[config.mk]
export PLATFORM = sky130hd
export DESIGN_NAME = tpc_queue
export DESIGN_NICKNAME = d
export VERILOG_FILES = /design/src/rtl/tpc_pkg.sv /design/src/rtl/tpc_queue.sv
export SDC_FILE = /design/constraint.sdc
export NUM_CORES = 1
export LEC_CHECK = 0
export ABC_AREA = 1
export BUFFER_PORTS_ARGS = -buffer_cell sky130_fd_sc_hd__buf_2
export CORE_MARGIN = 2
export CORE_UTILIZATION = 44
export CTS_CLUSTER_SIZE = 10
export DETAILED_ROUTE_END_ITERATION = 12
export GPL_ROUTABILITY_DRIVEN = 0
export PLACE_DENSITY = 0.68
export SLEW_MARGIN = 20
export SYNTH_ARGS = -nofsm -noshare
export SYNTH_HDL_FRONTEND = slang
export SYNTH_SLANG_ARGS = --single-unit
[constraint.sdc]
create_clock -name clk -period 1.47 [get_ports clk]
set_clock_uncertainty 0.15 [all_clocks]
set_input_delay 0 -clock clk [delete_from_list [all_inputs] [get_ports clk]]
set_output_delay 0 -clock clk [all_outputs]
set_load 0.01 [all_outputs]
[src/rtl/tpc_pkg.sv]
package tpc_pkg;

	localparam int FRAC_BITS_DEF = 16;
	localparam int QUEUE_DEPTH   = 2;
	localparam int NVERT         = 3;
	localparam int NCOORD        = 4;

	// configuration register indexes
	localparam logic [1:0] REG_PLANE_A = 2'd0;
	localparam logic [1:0] REG_PLANE_B = 2'd1;
	localparam logic [1:0] REG_PLANE_C = 2'd2;
	localparam logic [1:0] REG_PLANE_D = 2'd3;

	// one vertex: x, y, z, w
	typedef logic [NCOORD-1:0][31:0] vtx_t;
	// one triangle: three vertices
	typedef logic [NVERT-1:0][NCOORD-1:0][31:0] tri_t;

	// signed distance width for a given fraction width
	function automatic int dist_width(input int frac_bits);
		return 66 - frac_bits;
	endfunction

endpackage

[src/rtl/tpc_queue.sv]
module tpc_queue #(
	parameter int W     = 8,
	parameter int DEPTH = tpc_pkg::QUEUE_DEPTH
) (
	input  logic         clk,
	input  logic         arst_n,
	input  logic         push_valid,
	output logic         push_ready,
	input  logic [W-1:0] push_data,
	output logic         pop_valid,
	input  logic         pop_ready,
	output logic [W-1:0] pop_data
);

	localparam int AW = (DEPTH > 1) ? $clog2(DEPTH) : 1;
	localparam int CW = $clog2(DEPTH + 1);

	logic [W-1:0]  mem [DEPTH];
	logic [AW-1:0] wr_q, rd_q;
	logic [CW-1:0] count_q;
	logic          push, pop;

	assign push_ready = count_q != CW'(DEPTH);
	assign pop_valid  = count_q != '0;
	assign push       = push_valid && push_ready;
	assign pop        = pop_valid && pop_ready;
	assign pop_data   = mem[rd_q];

	always_ff @(posedge clk) begin
		if (push) mem[wr_q] <= push_data;
	end

	always_ff @(posedge clk or negedge arst_n) begin
		if (!arst_n) begin
			wr_q    <= '0;
			rd_q    <= '0;
			count_q <= '0;
		end else begin
			if (push) wr_q <= (wr_q == AW'(DEPTH - 1)) ? '0 : AW'(wr_q + 1'b1);
			if (pop)  rd_q <= (rd_q == AW'(DEPTH - 1)) ? '0 : AW'(rd_q + 1'b1);
			if (push && !pop)      count_q <= CW'(count_q + 1'b1);
			else if (pop && !push) count_q <= CW'(count_q - 1'b1);
		end
	end

`ifndef NO_ASSERTIONS
	a_count_bound: assert property (@(posedge clk) disable iff (!arst_n)
		count_q <= CW'(DEPTH)) else $error("queue count beyond depth");
	a_count_inc: assert property (@(posedge clk) disable iff (!arst_n)
		(push && !pop) |=> count_q == CW'($past(count_q) + 1'b1))
		else $error("queue count lost a push");
`endif

endmodule

==> metrics.csv, run 1 <==
metric,value,unit
H-tree levels,1,
Iter 0 DRT Violations,9,
area of the multi-input gates,226,um^2
Finished Cell Area,1190,um^2
DR pass1 iterations,4,
sw power,0.000785,W
Fillers,136,
Routed wire per std cell,11.1,um
combinational share of power,40.3,%
Critical Path AT,1.46,ns
final-stage net count,126,
CTS tree,done,
internal power,0.00148,W
Worst Setup End Kind,flop,
Initial Util,47.4,%
Tot Pwr,0.00226,W
Post-Place Worst Slack,-0.0209,ns
Max-Cap Viols,0,
Synth Warn #,0,
vias in the first global route,544,
clock buffer depth,2,
most frequent cells in the layout,"nand2_1, buf_2, edfxtp_1, dlygate4sd3_1, buf_4",
Sum Neg Setup Slack,0,ns
Core Area,1750,um^2
post-synthesis sequential area ratio,70.2,%
Crit Path Max Fanout,4,
Sequential Power Share,40.1,%
measured slew at the worst slew-check pin,0.223,ns
syn_nets,83,
Final Hold Violating Endpoints,0,
Num CTS Buffers,3,
Remaining DRCs,0,
post-route clock period utilization,96.2,%
Routed Antenna Nets,0,
PD cells,1890,nW/um^2
CP Launch Type,flop,
clk slew on worst S/H paths,0.11,ns
Chip Width,47.4,um
DR vias,609,
Yosys reg bits,20,
gr usage total,16.1,%
Detailed Place HPWL,984,um
share of layout cells above drive strength 1,40.2,%
diodes inserted,0,
Netlist Area Pre-Place,827,um^2
# port buffers,21,
worst skew pair latency,0.29,ns
post-layout util,68.5,%
"Cell Area, Placed",990,um^2
CTS root buffer,clkbuf_4,
final setup fails,0,
Avg Inst Size Synth,11.8,um^2
Sink Count,20,
Yosys cell types,14,
clock share of power,19.6,%
crit path time final,1.41,ns
"Req. time, crit path",1.52,ns
# IOs,22,
Via-to-Cell Ratio,4.45,
storage element area,583,um^2
initial antenna violation count,0,
Die Y,47.4,um
fin. max-slew vios,0,
Slew headroom,85.1,%
Fmax,707,MHz
first-pass GRT wire length,2400,um
Rows,15,
Detailed Route WL,1520,um
P&R area growth vs syn,44.5,%
"most common cell after layout, fill and taps aside",nand2_1,
cells after synthesis,70,
largest net degree at the start of global routing,13,
die area,2240,um^2
worst vdd ir,1.01,mV
HP Class,in2reg,
grt ovf,0,
status,"complete, no violations",
sw frac,34.7,%
CP Class,reg2reg,
final worst slack,0.0564,ns
leakage,0.549,nW
[synth_stat cells]
| master | number | share of area, % |
|---|---|---|
| nand3_1 | 2 | 1.2 |
| nand2_2 | 2 | 1.5 |
| ha_1 | 1 | 1.5 |
| buf_6 | 1 | 1.4 |
| edfxtp_1 | 16 | 58 |
| nand2_4 | 2 | 2.7 |
| inv_1 | 4 | 1.8 |
| inv_2 | 3 | 1.4 |
| xnor2_1 | 1 | 1.1 |
| dfrtp_1 | 4 | 12 |
| xor2_2 | 1 | 2.0 |
| nand4_1 | 1 | 0.76 |
| nor2_1 | 2 | 0.91 |
| nand2_1 | 30 | 14 |
[worst paths after layout]
kind                         startpoint          to  slack (ns)  cells past startpoint
hold reg to reg              count_q[1]  count_q[1]        0.42                      2
setup reg to reg             count_q[0]  count_q[1]        0.06                      9
max in group asynchronous        arst_n        rd_q        0.51                      3
min in group asynchronous        arst_n  count_q[0]        0.46                      3
setup / recovery             count_q[0]  count_q[1]        0.06                      9
hold / removal             push_data[5]   mem[1][5]        0.26                      2
[area by class of cell]
class	count	area share, %
clock buffers	3	1.88
clock inverters	1	2.51
inverters	7	2.62
multi-input cells	42	19.0
flip-flops and latches	20	48.8
well taps	25	2.62
repair buffers	39	22.6
[flip-flops by register name (all words and copies together), names as in the netlist]
name and cells:
rd_q 1, count_q 2, wr_q 1, mem 16
[critical path, cell delays in order (launching register included)]
cell and delay, ns:
dfrtp_1 0.41, inv_2 0.11, nand2_4 0.06, nand2_4 0.09
inv_2 0.05, ha_4 0.22, inv_4 0.05, nand3_2 0.07
nand2_1 0.06, nand2_1 0.04
[power by group through the flow]
stage	Clock [W]	Combinational [W]	Sequential, W
6_report	0.000443	0.000912	0.000906
3_3_place_gp	0	0.000788	0.000902
2_1_floorplan	0	0.000546	0.000859
4_1_cts	0.000450	0.000854	0.000896
5_1_grt	0.000463	0.00103	0.000929
3_5_place_dp	0	0.000804	0.000903
[cell families after synthesis]
group | count (synthesis) | share of synthesized area [%]
DFF | 20 | 70.2
adders and majority gates | 1 | 1.51
and+or+nand+nor | 39 | 20.7
buffers and inverters | 8 | 4.54
xor gates and xnor gates | 2 | 3.03
[routing by layer]
layer / wire [um] / track usage, % / vias to the layer above
li1: - / - / 306
met1: 635 / 20.4 / 283
met2: 804 / 26.5 / 16
met3: 51 / 2.31 / 4
met4: 30 / 8.33 / 0
met5: 0 / 0 / -
[repair_timing]
action / in CTS / in global routing
hold buffers: 12 / 0
endpoints found under the setup margin: 9 / 6
pin swaps: 0 / 2
resized for setup: 2 / 6
buffers inserted: 0 / 1
hold endpoints to repair: 23 / 0
[stage by stage]
step,hold WS [ns],std cells
6_report,0.262,137
3_5_place_dp,-0.335,120
4_1_cts,0.263,136
3_3_place_gp,-0.337,120
5_1_grt,0.268,137
2_1_floorplan,-0.446,70
Note: power is estimated with default switching activity, not from simulation.
==> run 2, diff against run 1 <==
Settings changed: CORE_ASPECT_RATIO set to 1.5, CORE_UTILIZATION 44 to 40, PLACE_DENSITY 0.68 to 0.63.
==> metrics.csv, run 2 (synthesis gave the netlist of run 1 again) <==
metric,value,unit,change
status,"complete, no violations",,
largest net degree at the start of global routing,12,,-1
worst-case reg-to-reg path depth,5,,-4
H-tree levels,1,,unchanged
crit path time final,1.43,ns,+0.0133 ns
Slew headroom,84.7,%,-0.47 points
Stages on worst setup path,5,,-4
grt ovf,0,,unchanged
Via-to-Cell Ratio,4.44,,about the same
post-layout util,58.7,%,-9.8 points
top flop regs,"mem: 16 flops, count_q: 2 flops",,
Initial Util,41.3,%,-6.1 points
Rows,20,,+5
CP Launch Type,flop,,
final-stage net count,127,,+0.79%
Sum Neg Setup Slack,0,ns,unchanged
Detailed Place HPWL,1030,um,+5.1%
die area,2450,um^2,+9.5%
Fillers,183,,+35%
Largest Register,mem,,
DR vias,600,,-1.5%
clk slew on worst S/H paths,0.10,ns,about the same
worst setup path startpoint,count_q[1],,
CTS tree,done,,
Critical-path top delay cell,dfrtp_1,,
Buffers & Inverters on Critical Path,2,,-1
first-pass GRT wire length,2240,um,-6.9%
post-route clock period utilization,97.1,%,+0.91 points
HP Class,in2reg,,
final setup fails,0,,unchanged
Final Hold Violating Endpoints,0,,unchanged
Post-Place Worst Slack,-0.0687,ns,-0.0478 ns
P&R area growth vs syn,42.1,%,
initial antenna violation count,0,,unchanged
Crit Path Max Fanout,8,,+4
diodes inserted,0,,unchanged
Fmax,701,MHz,-0.93%
number of flip-flops in the largest register,16,,unchanged
CTS root buffer,clkbuf_4,,
Routed wire per std cell,11.1,um,+0.35%
# IOs,22,,unchanged
Max-Cap Viols,0,,unchanged
r2r endpoint,mem[0][2],,
ordered list of cells on the worst path,"nand2_4, nand2_4, buf_4, nor2_2, buf_4",,
most frequent cells in the layout,"nand2_1, buf_2, edfxtp_1, dlygate4sd3_1, buf_4",,
gr usage total,13.5,%,-2.6 points
DR pass1 iterations,2,,-2
Num CTS Buffers,3,,unchanged
worst vdd ir,1.05,mV,+4.3%
# port buffers,21,,unchanged
Finished Cell Area,1170,um^2,-1.7%
"Cell Area, Placed",986,um^2,-0.38%
Die Y,59.7,um,+26%
"Largest stage delay, worst path",0.44,ns,+0.03 ns
Iter 0 DRT Violations,4,,-5
final worst slack,0.0431,ns,-0.0133 ns
Core Area,2000,um^2,+15%
measured slew at the worst slew-check pin,0.229,ns,+0.00628 ns
leakage,0.546,nW,-0.61%
Detailed Route WL,1500,um,-1.1%
RR Startpoint,count_q[1],,
PD cells,1750,nW/um^2,-7.4%
Critical Path End,mem[0][2],,
vias in the first global route,588,,+8.1%
Chip Width,41.1,um,-13%
Sink Count,20,,unchanged
RSZ-0062 raised after global routing,true,,
CP Class,reg2reg,,
Remaining DRCs,0,,unchanged
Routed Antenna Nets,0,,unchanged
clock buffer depth,2,,unchanged
"most common cell after layout, fill and taps aside",nand2_1,,
share of layout cells above drive strength 1,38.9,%,-1.2 points
worst skew pair latency,0.29,ns,about the same
worst reg-to-reg setup slack,0.04,ns,about the same
Worst Setup End Kind,flop,,
"delay-heaviest family, CP",flip-flops,,
fin. max-slew vios,0,,unchanged
"Req. time, crit path",1.33,ns,-0.19 ns
Critical Path AT,1.28,ns,-0.18 ns
==> run 2: report_power, final <==
group | total (W) | switching [W] | leakage [nW] | internal [W]
logic | 0.000942 | 0.000529 | 0.334 | 0.000414
registers | 0.000868 | 0.0000791 | 0.196 | 0.000789
clock network | 0.000248 | 0.000149 | 0.0154 | 0.0000986
total | 0.00206 | 0.000757 | 0.546 | 0.00130
==> run 2: stage by stage <==
stage / hold WS [ns] / std cells / power [W]
finish: 0.277 / 135 / 0.00206
global route: 0.277 / 135 / 0.00222
detailed placement: -0.334 / 117 / 0.00172
CTS: 0.275 / 133 / 0.00202
floorplan: -0.446 / 70 / 0.00140
global placement: -0.335 / 117 / 0.00169
==> run 2: layer usage <==
layer	GRT usage (%)	vias up	wire length (um)
met3	2.23	0	51
met2	25.9	13	842
met5	0	-	0
li1	-	310	-
met4	2.76	0	0
met1	14.1	277	609
==> run 2: worst min path at each step <==
stage                 start    endpoint  depth (start not counted)
2_1_floorplan        arst_n  count_q[0]                          0
3_3_place_gp         arst_n  count_q[1]                          1
3_5_place_dp         arst_n  count_q[1]                          1
4_1_cts        push_data[5]   mem[1][5]                          2
5_1_grt        push_data[4]   mem[1][4]                          2
6_report       push_data[7]   mem[1][7]                          2
==> run 2: cell type report <==
type	instances	area [um^2]	area share, %
Sequential cell	20	581	49.4
Timing Repair Buffer	40	278	23.6
Multi-Input combinational cell	42	234	19.9
Inverter	7	28.8	2.45
Tap cell	22	27.5	2.34
Clock buffer	3	22.5	1.92
Clock inverter	1	3.75	0.319
==> run 2: repair_timing <==
action                     in CTS  in global routing
setup endpoints to repair       1                  1
hold endpoints to repair       23                  0
pin swaps                       0                  2
gates resized for setup         2                  5
buffers inserted                0                  2
hold buffers                   12                  0
